File: config.mk
export PLATFORM = sky130hd
export DESIGN_NAME = ipv4_header_builder
export DESIGN_NICKNAME = d
export VERILOG_FILES = /design/src/rtl/core/ihb_pkg.sv /design/src/rtl/core/ihb_front.sv /design/src/rtl/core/ihb_queue.sv /design/src/rtl/core/ihb_back.sv /design/src/rtl/core/ipv4_header_builder.sv
export VERILOG_INCLUDE_DIRS = /design/src /design/src/rtl/core
export SDC_FILE = /design/constraint.sdc
export NUM_CORES = 1
export LEC_CHECK = 0
export CORE_ASPECT_RATIO = 1.5
export CORE_UTILIZATION = 58
export DETAILED_ROUTE_END_ITERATION = 12
export DONT_BUFFER_PORTS = 1
export GPL_ROUTABILITY_DRIVEN = 1
export PLACE_DENSITY = 0.84
export SYNTH_ARGS = -nofsm -noshare
export SYNTH_HDL_FRONTEND = slang
export SYNTH_SLANG_ARGS = --single-unit
File: constraint.sdc
create_clock -name clk -period 8.15 [get_ports clk]
set_input_delay 1.2225 -clock clk [delete_from_list [all_inputs] [get_ports clk]]
set_output_delay 1.2225 -clock clk [all_outputs]
set_load 0.05 [all_outputs]
File: src/rtl/core/ipv4_header_builder_assert.svh
// ----------------------------------------------------------------------------
// ipv4_header_builder assertion macros
// shared concurrent assertion forms, sampled on clk, off during reset
// ----------------------------------------------------------------------------
`ifndef IPV4_HEADER_BUILDER_ASSERT_SVH
`define IPV4_HEADER_BUILDER_ASSERT_SVH

// property must hold in the same cycle
`define IHB_ASSERT_NOW(lbl, ante, cons, msg) \
	lbl: assert property (@(posedge clk) disable iff (!arst_n) (ante) |-> (cons)) \
		else $error(msg);

// property must hold in the next cycle
`define IHB_ASSERT_NEXT(lbl, ante, cons, msg) \
	lbl: assert property (@(posedge clk) disable iff (!arst_n) (ante) |=> (cons)) \
		else $error(msg);

`endif

File: src/rtl/core/ihb_pkg.sv
// ----------------------------------------------------------------------------
// ihb_pkg
// shared types and constants of the ipv4 header builder
// ----------------------------------------------------------------------------
package ihb_pkg;

	localparam int unsigned QueueDepth = 2;
	localparam int unsigned CfgIndexW  = 2;
	localparam int unsigned HdrWords   = 10;
	localparam int unsigned WordIdxW   = 4;

	localparam logic [CfgIndexW-1:0] CFG_LOCAL_IP = 2'd0;
	localparam logic [CfgIndexW-1:0] CFG_MAX_LEN  = 2'd1;

	localparam logic [15:0] MaxLenReset = 16'd1500;
	localparam logic [15:0] IdentReset  = 16'd1;
	localparam logic [16:0] HdrBytes    = 17'd20;
	localparam logic [15:0] VerIhlTos   = 16'h4500;
	localparam logic [15:0] FlagsFrag   = 16'h4000;
	localparam logic [7:0]  TtlValue    = 8'd64;

	// header word positions
	localparam logic [WordIdxW-1:0] W_VER    = 4'd0;
	localparam logic [WordIdxW-1:0] W_LEN    = 4'd1;
	localparam logic [WordIdxW-1:0] W_IDENT  = 4'd2;
	localparam logic [WordIdxW-1:0] W_FLAGS  = 4'd3;
	localparam logic [WordIdxW-1:0] W_TTL    = 4'd4;
	localparam logic [WordIdxW-1:0] W_CSUM   = 4'd5;
	localparam logic [WordIdxW-1:0] W_SRC_HI = 4'd6;
	localparam logic [WordIdxW-1:0] W_SRC_LO = 4'd7;
	localparam logic [WordIdxW-1:0] W_DST_HI = 4'd8;
	localparam logic [WordIdxW-1:0] W_DST_LO = 4'd9;

	typedef struct packed {
		logic        too_long;
		logic [15:0] pkt_len;
		logic [15:0] ident;
		logic [7:0]  proto;
		logic [15:0] csum;
		logic [31:0] dest;
	} desc_t;

	typedef struct packed {
		logic full;
		logic empty;
	} q_stat_t;

endpackage

File: src/rtl/core/ihb_front.sv
// ----------------------------------------------------------------------------
// ihb_front
// takes requests, checks length, assigns identification, forms checksum
// ----------------------------------------------------------------------------
module ihb_front (
	input  logic                 clk,
	input  logic                 arst_n,
	input  logic                 in_valid,
	output logic                 in_stall,
	input  logic [31:0]          dest_addr,
	input  logic [7:0]           proto_num,
	input  logic [15:0]          payload_bytes,
	input  logic [31:0]          local_ip,
	input  logic [15:0]          max_packet_len,
	input  ihb_pkg::q_stat_t     q_stat,
	output logic                 push,
	output ihb_pkg::desc_t       push_desc
);

	logic        valid_s1;
	logic [31:0] dest_s1;
	logic [7:0]  proto_s1;
	logic [16:0] total_s1;
	logic [15:0] ident_q;
	logic        in_xfer;
	logic        err;
	logic [19:0] sum;
	logic [16:0] fold1;
	logic [15:0] fold2;

	assign in_stall = valid_s1 && q_stat.full;
	assign in_xfer  = in_valid && !in_stall;
	assign push     = valid_s1 && !q_stat.full;

	always_ff @(posedge clk or negedge arst_n) begin
		if (!arst_n) begin
			valid_s1 <= 1'b0;
		end else if (in_xfer) begin
			valid_s1 <= 1'b1;
		end else if (push) begin
			valid_s1 <= 1'b0;
		end
	end

	always_ff @(posedge clk) begin
		if (in_xfer) begin
			dest_s1  <= dest_addr;
			proto_s1 <= proto_num;
			total_s1 <= ihb_pkg::HdrBytes + {1'b0, payload_bytes};
		end
	end

	always_ff @(posedge clk or negedge arst_n) begin
		if (!arst_n) begin
			ident_q <= ihb_pkg::IdentReset;
		end else if (push && !err) begin
			ident_q <= ident_q + 16'd1;
		end
	end

	assign err = total_s1 > {1'b0, max_packet_len};

	always_comb begin
		sum = 20'(ihb_pkg::VerIhlTos) + 20'(total_s1[15:0]) + 20'(ident_q)
			+ 20'(ihb_pkg::FlagsFrag) + 20'({ihb_pkg::TtlValue, proto_s1})
			+ 20'(local_ip[31:16]) + 20'(local_ip[15:0])
			+ 20'(dest_s1[31:16]) + 20'(dest_s1[15:0]);
		fold1 = 17'(sum[15:0]) + 17'(sum[19:16]);
		fold2 = fold1[15:0] + 16'(fold1[16]);
	end

	always_comb begin
		push_desc.too_long = err;
		push_desc.pkt_len  = total_s1[15:0];
		push_desc.ident    = ident_q;
		push_desc.proto    = proto_s1;
		push_desc.csum     = ~fold2;
		push_desc.dest     = dest_s1;
	end

endmodule

File: src/rtl/core/ihb_queue.sv
// ----------------------------------------------------------------------------
// ihb_queue
// small descriptor queue between front and back
// ----------------------------------------------------------------------------
module ihb_queue #(
	parameter int unsigned DEPTH = ihb_pkg::QueueDepth
) (
	input  logic             clk,
	input  logic             arst_n,
	input  logic             push,
	input  ihb_pkg::desc_t   push_desc,
	input  logic             pop,
	output ihb_pkg::desc_t   head,
	output ihb_pkg::q_stat_t q_stat
);

	localparam int unsigned PtrW = (DEPTH > 1) ? $clog2(DEPTH) : 1;
	localparam int unsigned CntW = $clog2(DEPTH + 1);
	localparam logic [PtrW-1:0] LastPtr = PtrW'(DEPTH - 1);
	localparam logic [CntW-1:0] FullCnt = CntW'(DEPTH);

	ihb_pkg::desc_t  mem_q [DEPTH];
	logic [PtrW-1:0] wr_ptr_q;
	logic [PtrW-1:0] rd_ptr_q;
	logic [CntW-1:0] count_q;

	always_ff @(posedge clk) begin
		if (push) begin
			mem_q[wr_ptr_q] <= push_desc;
		end
	end

	always_ff @(posedge clk or negedge arst_n) begin
		if (!arst_n) begin
			wr_ptr_q <= '0;
			rd_ptr_q <= '0;
			count_q  <= '0;
		end else begin
			if (push) begin
				wr_ptr_q <= (wr_ptr_q == LastPtr) ? '0 : wr_ptr_q + PtrW'(1);
			end
			if (pop) begin
				rd_ptr_q <= (rd_ptr_q == LastPtr) ? '0 : rd_ptr_q + PtrW'(1);
			end
			if (push && !pop) begin
				count_q <= count_q + CntW'(1);
			end else if (pop && !push) begin
				count_q <= count_q - CntW'(1);
			end
		end
	end

	assign head         = mem_q[rd_ptr_q];
	assign q_stat.full  = count_q == FullCnt;
	assign q_stat.empty = count_q == '0;

endmodule

File: src/rtl/core/ihb_back.sv
// ----------------------------------------------------------------------------
// ihb_back
// walks the header words of the queue head into the output register
// ----------------------------------------------------------------------------
module ihb_back (
	input  logic             clk,
	input  logic             arst_n,
	input  ihb_pkg::desc_t   head,
	input  ihb_pkg::q_stat_t q_stat,
	input  logic [31:0]      local_ip,
	output logic             pop,
	output logic             out_valid,
	input  logic             out_stall,
	output logic [15:0]      header_word,
	output logic             too_long,
	output logic             last_word
);

	localparam logic [ihb_pkg::WordIdxW-1:0] LastIdx =
		ihb_pkg::WordIdxW'(ihb_pkg::HdrWords - 1);

	logic [ihb_pkg::WordIdxW-1:0] cnt_q;
	logic                         out_valid_q;
	logic [15:0]                  word_q;
	logic                         too_long_q;
	logic                         last_q;
	logic                         load;
	logic                         is_last;
	logic [15:0]                  word;

	assign load    = !q_stat.empty && (!out_valid_q || !out_stall);
	assign is_last = head.too_long || (cnt_q == LastIdx);
	assign pop     = load && is_last;

	always_comb begin
		unique case (cnt_q)
			ihb_pkg::W_VER:    word = ihb_pkg::VerIhlTos;
			ihb_pkg::W_LEN:    word = head.pkt_len;
			ihb_pkg::W_IDENT:  word = head.ident;
			ihb_pkg::W_FLAGS:  word = ihb_pkg::FlagsFrag;
			ihb_pkg::W_TTL:    word = {ihb_pkg::TtlValue, head.proto};
			ihb_pkg::W_CSUM:   word = head.csum;
			ihb_pkg::W_SRC_HI: word = local_ip[31:16];
			ihb_pkg::W_SRC_LO: word = local_ip[15:0];
			ihb_pkg::W_DST_HI: word = head.dest[31:16];
			ihb_pkg::W_DST_LO: word = head.dest[15:0];
			default:           word = '0;
		endcase
		if (head.too_long) begin
			word = '0;
		end
	end

	always_ff @(posedge clk or negedge arst_n) begin
		if (!arst_n) begin
			cnt_q       <= '0;
			out_valid_q <= 1'b0;
		end else begin
			if (load) begin
				cnt_q <= is_last ? '0 : cnt_q + ihb_pkg::WordIdxW'(1);
			end
			if (load) begin
				out_valid_q <= 1'b1;
			end else if (!out_stall) begin
				out_valid_q <= 1'b0;
			end
		end
	end

	always_ff @(posedge clk) begin
		if (load) begin
			word_q     <= word;
			too_long_q <= head.too_long;
			last_q     <= is_last;
		end
	end

	assign out_valid   = out_valid_q;
	assign header_word = word_q;
	assign too_long    = too_long_q;
	assign last_word   = last_q;

endmodule

File: src/rtl/core/ipv4_header_builder.sv
// ----------------------------------------------------------------------------
// ipv4_header_builder
// builds the 20-byte ipv4 header with checksum as ten 16-bit words
// ----------------------------------------------------------------------------
//  channel  dir  handshake            payload
//  in       in   in_valid/in_stall    dest_addr, proto_num, payload_bytes
//  out      out  out_valid/out_stall  header_word, too_long, last_word
//  cfg      in   cfg_valid/cfg_ready  cfg_index, cfg_data
//
//  a header leaves as the ten header words, one word per cycle while
//  out_stall is low; a too-long request gives a single zero word
//  first word passes the front stage, the queue and the output register
//  front stage and queue keep taking requests while the output is stalled,
//  until both are full
//  reset: local_ip 0, max_packet_len 1500, identification 1
// ----------------------------------------------------------------------------
`include "ipv4_header_builder_assert.svh"

module ipv4_header_builder #(
	parameter int unsigned QUEUE_DEPTH = ihb_pkg::QueueDepth
) (
	input  logic                          clk,
	input  logic                          arst_n,
	input  logic                          in_valid,
	output logic                          in_stall,
	input  logic [31:0]                   dest_addr,
	input  logic [7:0]                    proto_num,
	input  logic [15:0]                   payload_bytes,
	output logic                          out_valid,
	input  logic                          out_stall,
	output logic [15:0]                   header_word,
	output logic                          too_long,
	output logic                          last_word,
	input  logic                          cfg_valid,
	output logic                          cfg_ready,
	input  logic [ihb_pkg::CfgIndexW-1:0] cfg_index,
	input  logic [31:0]                   cfg_data
);

	logic [31:0]      local_ip_q;
	logic [15:0]      max_len_q;
	logic             push;
	logic             pop;
	ihb_pkg::desc_t   push_desc;
	ihb_pkg::desc_t   head;
	ihb_pkg::q_stat_t q_stat;

	assign cfg_ready = 1'b1;

	always_ff @(posedge clk or negedge arst_n) begin
		if (!arst_n) begin
			local_ip_q <= '0;
			max_len_q  <= ihb_pkg::MaxLenReset;
		end else if (cfg_valid && cfg_ready) begin
			unique case (cfg_index)
				ihb_pkg::CFG_LOCAL_IP: local_ip_q <= cfg_data;
				ihb_pkg::CFG_MAX_LEN:  max_len_q  <= cfg_data[15:0];
				default: ;
			endcase
		end
	end

	ihb_front u_front (
		.clk            (clk),
		.arst_n         (arst_n),
		.in_valid       (in_valid),
		.in_stall       (in_stall),
		.dest_addr      (dest_addr),
		.proto_num      (proto_num),
		.payload_bytes  (payload_bytes),
		.local_ip       (local_ip_q),
		.max_packet_len (max_len_q),
		.q_stat         (q_stat),
		.push           (push),
		.push_desc      (push_desc)
	);

	ihb_queue #(
		.DEPTH (QUEUE_DEPTH)
	) u_queue (
		.clk       (clk),
		.arst_n    (arst_n),
		.push      (push),
		.push_desc (push_desc),
		.pop       (pop),
		.head      (head),
		.q_stat    (q_stat)
	);

	ihb_back u_back (
		.clk         (clk),
		.arst_n      (arst_n),
		.head        (head),
		.q_stat      (q_stat),
		.local_ip    (local_ip_q),
		.pop         (pop),
		.out_valid   (out_valid),
		.out_stall   (out_stall),
		.header_word (header_word),
		.too_long    (too_long),
		.last_word   (last_word)
	);

	`IHB_ASSERT_NOW(a_err_shape, out_valid && too_long, last_word && (header_word == 16'd0), "error result malformed")
	`IHB_ASSERT_NOW(a_stall_full, in_stall, q_stat.full, "input stalled with room in queue")
	`IHB_ASSERT_NOW(a_queue_stat, q_stat.full, !q_stat.empty, "queue full and empty")
	`IHB_ASSERT_NEXT(a_push_room, push && q_stat.full, 1'b0, "push into full queue")

endmodule
Yosys cells after proc, flatten, opt, wreduce, memory -nomap -nowiden. Memory sizes are Yosys's and may differ from the RTL's. Index checks and enable logic that the tools add are counted.

Reductions and logical operators: 25. Shift operators: 0. Multipliers: 0. Order comparisons: 1. Bitwise gates (word level): 1. Equality and inequality tests: 12. Divide/modulo/power cells: 0. Add/sub/neg operators: 17. Muxes and demuxes: 12.

Operator list (number): 16-bit one-hot mux with 10 select lines (1); 20-bit by 16-bit adder with 20-bit output (5); 20-bit by 15-bit adder with 20-bit output (1); 20-bit by 15-bit adder with 20-bit output (second input constant) (1); 15-bit by 16-bit adder with 17-bit output (first input constant) (1); 16-bit by 4-bit adder with 17-bit output (1); 5-bit by 16-bit adder with 17-bit output (first input constant) (1); 17-bit by 16-bit > comparator with 1-bit output (1); 16-bit by 1-bit adder with 16-bit output (1); 16-bit by 1-bit adder with 16-bit output (second input constant) (1); 4-bit by 3-bit equality test with 1-bit output (second input constant) (4); 16-bit NOT (1); 4-bit by 2-bit equality test with 1-bit output (second input constant) (2); 4-bit equality test (second input constant) (2); 1-bit logical AND (8); 1-bit zero test (8); 1-bit two-way mux (8); 4-bit by 1-bit adder with 4-bit output (second input constant) (1); 4-bit by 1-bit equality test with 1-bit output (second input constant) (1); 2-bit zero test (2); 4-bit zero test (1); 2-bit two-way mux (2); 4-bit two-way mux (1); 2-bit AND reduction (2); 8 further kinds (11).

Latch bits: 0. Flip-flop bits (word level): 149. Memories kept: 1. Word-level logic and storage cells: 84. Output and inout port bits: 21. Bits of input ports: 95. Bits in writable memories: 178. Memory bits (read-only): 0.

Memories: u_queue.mem_q (words 2, width 89, read ports 1, clocked after memory_dff 0, wr ports 1, RTL line ihb_queue.sv:22) `ihb_pkg::desc_t mem_q [DEPTH];`.

Depth between registers and ports, before layout. Gate-level depths: netlist of run 1.

Depth after elaboration: 11. Depth in mapped cells: 36. Gate-level depth less buffers: 34.

By module. A second synthesis of run 1 with hierarchy kept.

Cell total of the unflattened synthesis: 1289. Area, all modules: 17401.7 µm².

Modules (own cells, without submodules): ihb_front (times used 1, cells an instance 688, area an instance 7030.5 µm²); ihb_queue (times used 1, cells an instance 293, area an instance 6668.9 µm²); ihb_back (times used 1, cells an instance 204, area an instance 1863.0 µm²); ipv4_header_builder (times used 1, cells an instance 104, area an instance 1839.3 µm²).

Worst setup path before layout of run 1. OpenSTA, ideal clock, no wires.

Kind: reg2reg. From: register u_front.ident_q[2]. To: memory u_queue.mem_q[0][47] (netlist bit) (data pin). Slack: 0.291 ns. Cell stages (with the launch flop): 34. Library setup time: 0.267 ns. Arrival: 7.592 ns. Buffers on the path: 1. Required time: 7.883 ns. Cell sequence: dfrtp_1 > inv_1 > fa_1 > inv_1 > fa_1 > inv_1 > fa_1 > inv_1 > fa_1 > fa_1 > a21o_1 > a221oi_4 > o211a_1 > o21ai_1 > a31oi_1 > o21bai_1 > a31o_2 > xor2_1 > inv_1 > fa_1 > nor2b_1 > o21ai_0 > a211oi_1 > nand2_1 > or2_0 > buf_2 > nor3_1 > ha_1 > and3_1 > nand4_1 > nor3_1 > nand2_1 > a2111oi_4 > xnor2_1.

RTL lines: start, declared (RTL line ihb_front.sv:24) `logic [15:0] ident_q;`; start signal, assigned (RTL line ihb_front.sv:55) `ident_q <= ihb_pkg::IdentReset;`; start signal, assigned (RTL line ihb_front.sv:57) `ident_q <= ident_q + 16'd1;`; end, declared (RTL line ihb_queue.sv:22).

==> impl_metrics.py, run 1 <==
metrics = {
    "route": {
        "wl_met3_mm": 3.03,
        "routed_wl_mm": 40.2,
        "wl_met2_mm": 20.5,
        "wl_per_cell_um": 24.9,
        "viasPerCell": 6.29,
        "highest_layer": "met4",
        "dr.pass1.iters": 6,
        "vias": 10100,
        "drcViolationCount": 0,
        "drtIter0Drc": 1247,
        "m1WireLength_mm": 14.7,
        "drtAntennaViolNets": 0,
    },
    "clocking": {
        "cts_root_buffer": "clkbuf_16",
        "clock_latency_ps": 560,
        "cts_buffer_depth": 3,
        "htree_levels": 1,
        "clk_pin_slew_ps": 70,
        "cts_tree": "yes",
        "cts_buffers": 30,
        "cts.sinks": 327,
    },
    "placement": {
        "port_buffers": 0,
        "place.gp.congestion": 0.971,
        "hpwl_mm": 27.7,
    },
    "finish": {
        "multiInputGateArea_um2": 6390,
        "finalNetCount": 1469,
        "drive_gt1_share_pct": 13.6,
        "area.sequential_um2": 9460,
        "diodes": 0,
        "final.fill_count": 1942,
        "area_growth_pct": 9.69,
    },
    "sta": {
        "finalSetupTns_ps": 0,
        "finalClockSkew_ps": 14.2,
        "worstMarginPinSlew_ps": 1200,
        "finalSetupViolCount": 0,
        "slew_headroom_pct": 19.9,
        "hold_viol_final": 0,
        "post-route-period-util_pct": 94.7,
        "post-route-min-period_ps": 7720,
        "slew_violations": 0,
        "max_clock_freq_mhz": 130,
    },
    "die": {
        "fp.dieH_um": 208,
        "initial_utilization_pct": 58.8,
        "fp-row-count": 75,
        "num_io_pins": 116,
        "fp.coreArea_um2": 28000,
        "die-area_um2": 29000,
        "die_w_um": 139,
    },
    "run_status": {
        "status": "completed",
    },
    "worst_setup_path": {
        "worst_path_most_repeated_cell": "inv_1",
        "reg2reg_to": "u_queue.mem_q[1][44]",
        "cpMaxStageDelayCell": "fa_1",
        "crit_required_ps": 8540,
        "cp-start-kind": "register",
        "cp_max_fo": 3,
        "reg2reg_setup_slack_ps": 430,
        "reg2reg_depth": 33,
        "setup.worst_path.start": "u_front.ident_q[2]",
        "worstSetupPathType": "reg2reg",
        "cpPeakStageDelay_ps": 540,
        "cp_data_arrival_time_ps": 8110,
        "r2r_start": "u_front.ident_q[2]",
        "critPathCaptureType": "register",
    },
    "grt": {
        "grt_pass1_wl_mm": 61.2,
        "grt_overflow_total": 0,
        "grt_pass1_vias": 10600,
        "grt_max_degree": 75,
        "grt_antenna_before_repair": 0,
        "grt_usage_pct": 28.7,
    },
    "synth": {
        "synth_ff_type": "edfxtp_1",
        "seq_area_frac_synth_pct": 57.5,
        "synth.cell_area_um2": 16400,
        "synth_top_family_by_area": "adder cells",
        "syn_nets": 1454,
        "yosys.cell_types.count": 73,
        "postSynthAreaPerCell_um2": 13.4,
        "synth_adder_area_share_pct": 13.3,
        "ys_async_sr_fraction_pct": 22.6,
        "synth-simple-area-share_pct": 6.19,
        "synth_edf_count": 253,
        "synth-seq-cells": 327,
        "synth_compound_area_share_pct": 9.14,
        "synth_cells": 1227,
        "ys.warnings.count": 0,
        "synth-xor-area-share_pct": 3.72,
        "synthMuxAreaShare_pct": 5.80,
    },
    "job": {
        "maxCapViolCount": 0,
    },
    "min_path": {
        "hp-class": "in2async",
    },
}
## flip-flops by register name (all words and copies together), names as in the netlist
name and count:
u_front.proto_s1 8, u_back.last_word 1, u_back.cnt_q 4, u_front.dest_s1 32, u_queue.mem_q 178, u_front.ident_q 16, max_len_q 16, u_front.valid_s1 1
u_back.too_long 1, local_ip_q 32, u_queue.wr_ptr_q 1, u_back.out_valid 1, u_queue.rd_ptr_q 1, u_queue.count_q 2, u_front.total_s1 17, u_back.header_word 16
## layout make-up
class	instances	share of cell area [%]
Clock buffer	35	4.44
Clock inverter	21	1.34
Inverter	149	3.10
Multi-Input combinational cell	714	35.4
Sequential cell	327	52.5
Tap cell	346	2.40
Timing Repair Buffer	20	0.832
## synthesized netlist by cell type (7+ instances only)
library cell,instances,area [um^2]
nor2_1,44,165
mux2i_1,30,300
nor3_1,15,75.1
nand2_1,65,244
inv_1,149,559
nand4_1,7,43.8
a22oi_1,35,263
ha_1,61,763
a21oi_1,33,165
edfxtp_1,253,7600
o21ai_0,39,195
and2_1,11,68.8
o22ai_1,10,62.6
mux2_2,58,653
xor2_1,29,254
nor2b_1,11,68.8
nand2b_1,7,43.8
nand3_1,14,70.1
a221oi_1,17,149
dfrtp_1,66,1650
a21o_1,17,128
xnor2_1,39,342
fa_1,71,1420
clkbuf_1,31,116
dfstp_2,8,210
a31oi_1,13,81.3
nor4_1,7,43.8
## what timing repair did
item                                    in CTS  in global routing
resized for setup                            3                 19
pin swaps                                    0                  7
setup buffers                                0                  1
endpoints found under the setup margin       6                 18
hold buffers                                 0                  0
## per-stage QoR
| stage | utilization (%) | hold WS [ps] | cell area (um^2) | instances | worst slack [ps] |
|---|---|---|---|---|---|
| floorplan | - | 445 | 16400 | 1227 | 291 |
| global placement | 60.4 | 451 | 16900 | 1555 | 158 |
| detailed placement | 60.4 | 460 | 16900 | 1555 | 1.30 |
| CTS | 64.2 | 330 | 18000 | 1611 | 2.85 |
| global route | 64.5 | 335 | 18000 | 1612 | -23.2 |
| finish | 64.5 | 349 | 18000 | 1612 | 431 |
## cell families after synthesis
logic type / Yosys count
AO/OA/AOI/OAI: 217
adder cells (fa/ha/maj): 132
multiplexers: 88
buffers and inverters: 186
XOR/XNOR: 69
flip-flops: 327
AND/OR/NAND/NOR: 207
other: 1
## worst max-delay path, delay by kind of cell, from the launching register on
family	cells	cell delay (ps)
AO/OA/AOI/OAI	10	1910
XOR/XNOR	2	350
adder cells (fa/ha/maj)	8	3240
buffers and inverters	5	370
flip-flops	1	380
AND/OR/NAND/NOR	8	1280
## cell usage in the layout (no fill, tap or decap), types with 10 or more instances in the layout
cell type / instances
a21o_1: 17
inv_1: 149
nand3_1: 13
xnor2_1: 39
clkbuf_16: 31
and2_1: 10
a221oi_1: 17
o22ai_1: 10
nor2_1: 42
nor2b_1: 11
a21oi_1: 29
nand2_1: 64
a31oi_1: 13
mux2_2: 58
o21ai_0: 38
fa_1: 68
xor2_1: 28
buf_4: 20
dfrtp_1: 64
edfxtp_1: 253
a22oi_1: 35
nor3_1: 12
mux2i_1: 30
ha_1: 60
## worst max path at each step
stage | end | slack, ps | depth (start not counted)
floorplan | u_queue.mem_q[0][47] | 290 | 33
global placement | u_queue.mem_q[0][47] | 160 | 32
detailed placement | u_queue.mem_q[1][47] | 1 | 32
CTS | u_queue.mem_q[1][44] | 3 | 33
global route | u_queue.mem_q[1][47] | -20 | 33
finish | u_queue.mem_q[1][44] | 430 | 33
## layer usage
metal	global-route usage (%)	vias to the layer above
met5	0	-
met3	4.58	121
met2	49.7	516
met1	34.7	5070
li1	-	4428
met4	14.2	0
Power of run 1 is left out: the tool's default activity adds up to more than one toggle a clock period on the data nets, which glitch-free logic cannot reach.
==> inputs of run 2 (changes only) <==
--- a/config.mk
+++ b/config.mk
@@ -7,11 +7,11 @@
 export NUM_CORES = 1
 export LEC_CHECK = 0
 export CORE_ASPECT_RATIO = 1.5
-export CORE_UTILIZATION = 58
+export CORE_UTILIZATION = 40
 export DETAILED_ROUTE_END_ITERATION = 12
 export DONT_BUFFER_PORTS = 1
 export GPL_ROUTABILITY_DRIVEN = 1
-export PLACE_DENSITY = 0.84
+export PLACE_DENSITY = 0.64
 export SYNTH_ARGS = -nofsm -noshare
 export SYNTH_HDL_FRONTEND = slang
 export SYNTH_SLANG_ARGS = --single-unit
==> impl_metrics.py, run 2 (synthesis results as in run 1) <==
metrics = {
    "route": {
        "drcViolationCount": 0,
        "viasPerCell": 5.53,
        "wl_per_cell_um": 24.2,
        "dr.pass1.iters": 5,
        "drtIter0Drc": 763,
        "vias": 9898,
        "routed_wl_mm": 43.3,
        "drtAntennaViolNets": 0,
    },
    "grt": {
        "grt_overflow_total": 0,
        "grt_antenna_before_repair": 1,
        "grt_usage_pct": 20.9,
        "grt_max_degree": 75,
        "grt_pass1_vias": 10400,
        "grt_pass1_wl_mm": 64.3,
    },
    "worst_setup_path": {
        "cp_max_fo": 7,
        "reg2reg_setup_slack_ps": 440,
        "crit_required_ps": 8460,
        "worstSetupPathType": "reg2reg",
        "worst_path_most_repeated_cell": "inv_1",
        "path_buf_inv": 5,
        "cpMaxStageDelayCell": "fa_1",
        "cp-start-kind": "register",
        "cpPeakStageDelay_ps": 560,
        "cp_data_arrival_time_ps": 8020,
        "critPathTopFamily": "adder cells",
        "critPathCaptureType": "register",
    },
    "finish": {
        "finalNetCount": 1487,
        "largest_register_ffs": 178,
        "drive_gt1_share_pct": 14.6,
        "diodes": 0,
        "layout_common_cells": "253 x edfxtp_1, 149 x inv_1, 67 x fa_1",
        "final_common_cell": "edfxtp_1",
        "largest-register": "u_queue.mem_q",
        "reg.largest.list": "u_queue.mem_q x178, local_ip_q x32, u_front.dest_s1 x32",
        "area_growth_pct": 11.3,
    },
    "clocking": {
        "clk_pin_slew_ps": 70,
        "cts_buffer_depth": 3,
        "cts_root_buffer": "clkbuf_16",
        "htree_levels": 1,
        "cts_tree": "yes",
        "clock_latency_ps": 580,
        "cts_buffers": 31,
        "cts.sinks": 327,
    },
    "die": {
        "die-area_um2": 41900,
        "fp.coreArea_um2": 40400,
        "initial_utilization_pct": 40.7,
        "fp-row-count": 90,
        "die_w_um": 168,
        "num_io_pins": 116,
        "fp.dieH_um": 250,
    },
    "sta": {
        "hold_viol_final": 0,
        "finalSetupViolCount": 0,
        "post-route-min-period_ps": 7710,
        "finalSetupTns_ps": 0,
        "max_clock_freq_mhz": 130,
        "finalClockSkew_ps": 13.3,
        "rsz0062_at_grt": "false",
        "hold_ws_ps": 331,
        "worstMarginPinSlew_ps": 1350,
        "post-route-period-util_pct": 94.6,
        "slew_violations": 0,
        "slew_headroom_pct": 9.39,
    },
    "placement": {
        "port_buffers": 0,
        "hpwl_mm": 31.1,
        "place.gp.congestion": 0.896,
    },
    "job": {
        "maxCapViolCount": 0,
    },
    "min_path": {
        "hp-class": "in2async",
    },
    "run_status": {
        "status": "completed",
    },
}
-- run 2: cell count changes in the layout (fill, tap and decap cells not counted), sizes merged --
cell      previous run  this run
inv                153       151
buf                 20        37
clkbuf              35        43
clkinv               7         9
bufinv               4         1
clkinvlp             6         3
-- run 2: what timing repair did --
action / in CTS / in global routing
endpoints found under the setup margin: 10 / 20
hold buffers: 0 / 0
gates resized for setup: 2 / 20
pin swaps: 0 / 16
gates cloned: 0 / 0
buffers inserted: 0 / 2
-- run 2: path summary, 6_finish.rpt --
path	from	endpoint	cells after the start
worst min register to register	u_front.dest_s1[22]	u_queue.mem_q[1][22]	0
worst max-delay path	local_ip_q[4]	u_queue.mem_q[0][47]	32
worst min-delay path	arst_n	local_ip_q[12]	0
max in group asynchronous	arst_n	max_len_q[2]	0
min in group clk	u_front.dest_s1[22]	u_queue.mem_q[1][22]	0
worst max register to register	local_ip_q[4]	u_queue.mem_q[0][47]	32
-- run 2: area by class of cell --
class | instances | area, um^2
fillers | 3570 | 22100
repair buffers | 37 | 278
well taps | 506 | 633
clock buffers | 43 | 871
clock inverters | 15 | 110
flip-flops and latches | 327 | 9460
inverters | 149 | 559
multi-input cells | 714 | 6390
-- run 2: layer usage --
layer	wire length (um)	vias to the layer above	global-route usage (%)
met5	10	-	0
met4	2050	2	10.0
met3	3140	97	4.25
met2	21800	352	35.9
met1	16300	4986	25.0
li1	-	4461	-
-- run 2: metrics by stage --
step / instances / cell area [um^2] / worst slack, ps / utilization (%)
floorplan: 1227 / 16400 / 291 / -
global placement: 1731 / 17200 / 141 / 42.6
detailed placement: 1731 / 17200 / -76.1 / 42.6
CTS: 1789 / 18200 / 1.05 / 45.0
global route: 1791 / 18300 / 32.9 / 45.3
finish: 1791 / 18300 / 438 / 45.3
Power of run 2 is left out for the same reason.
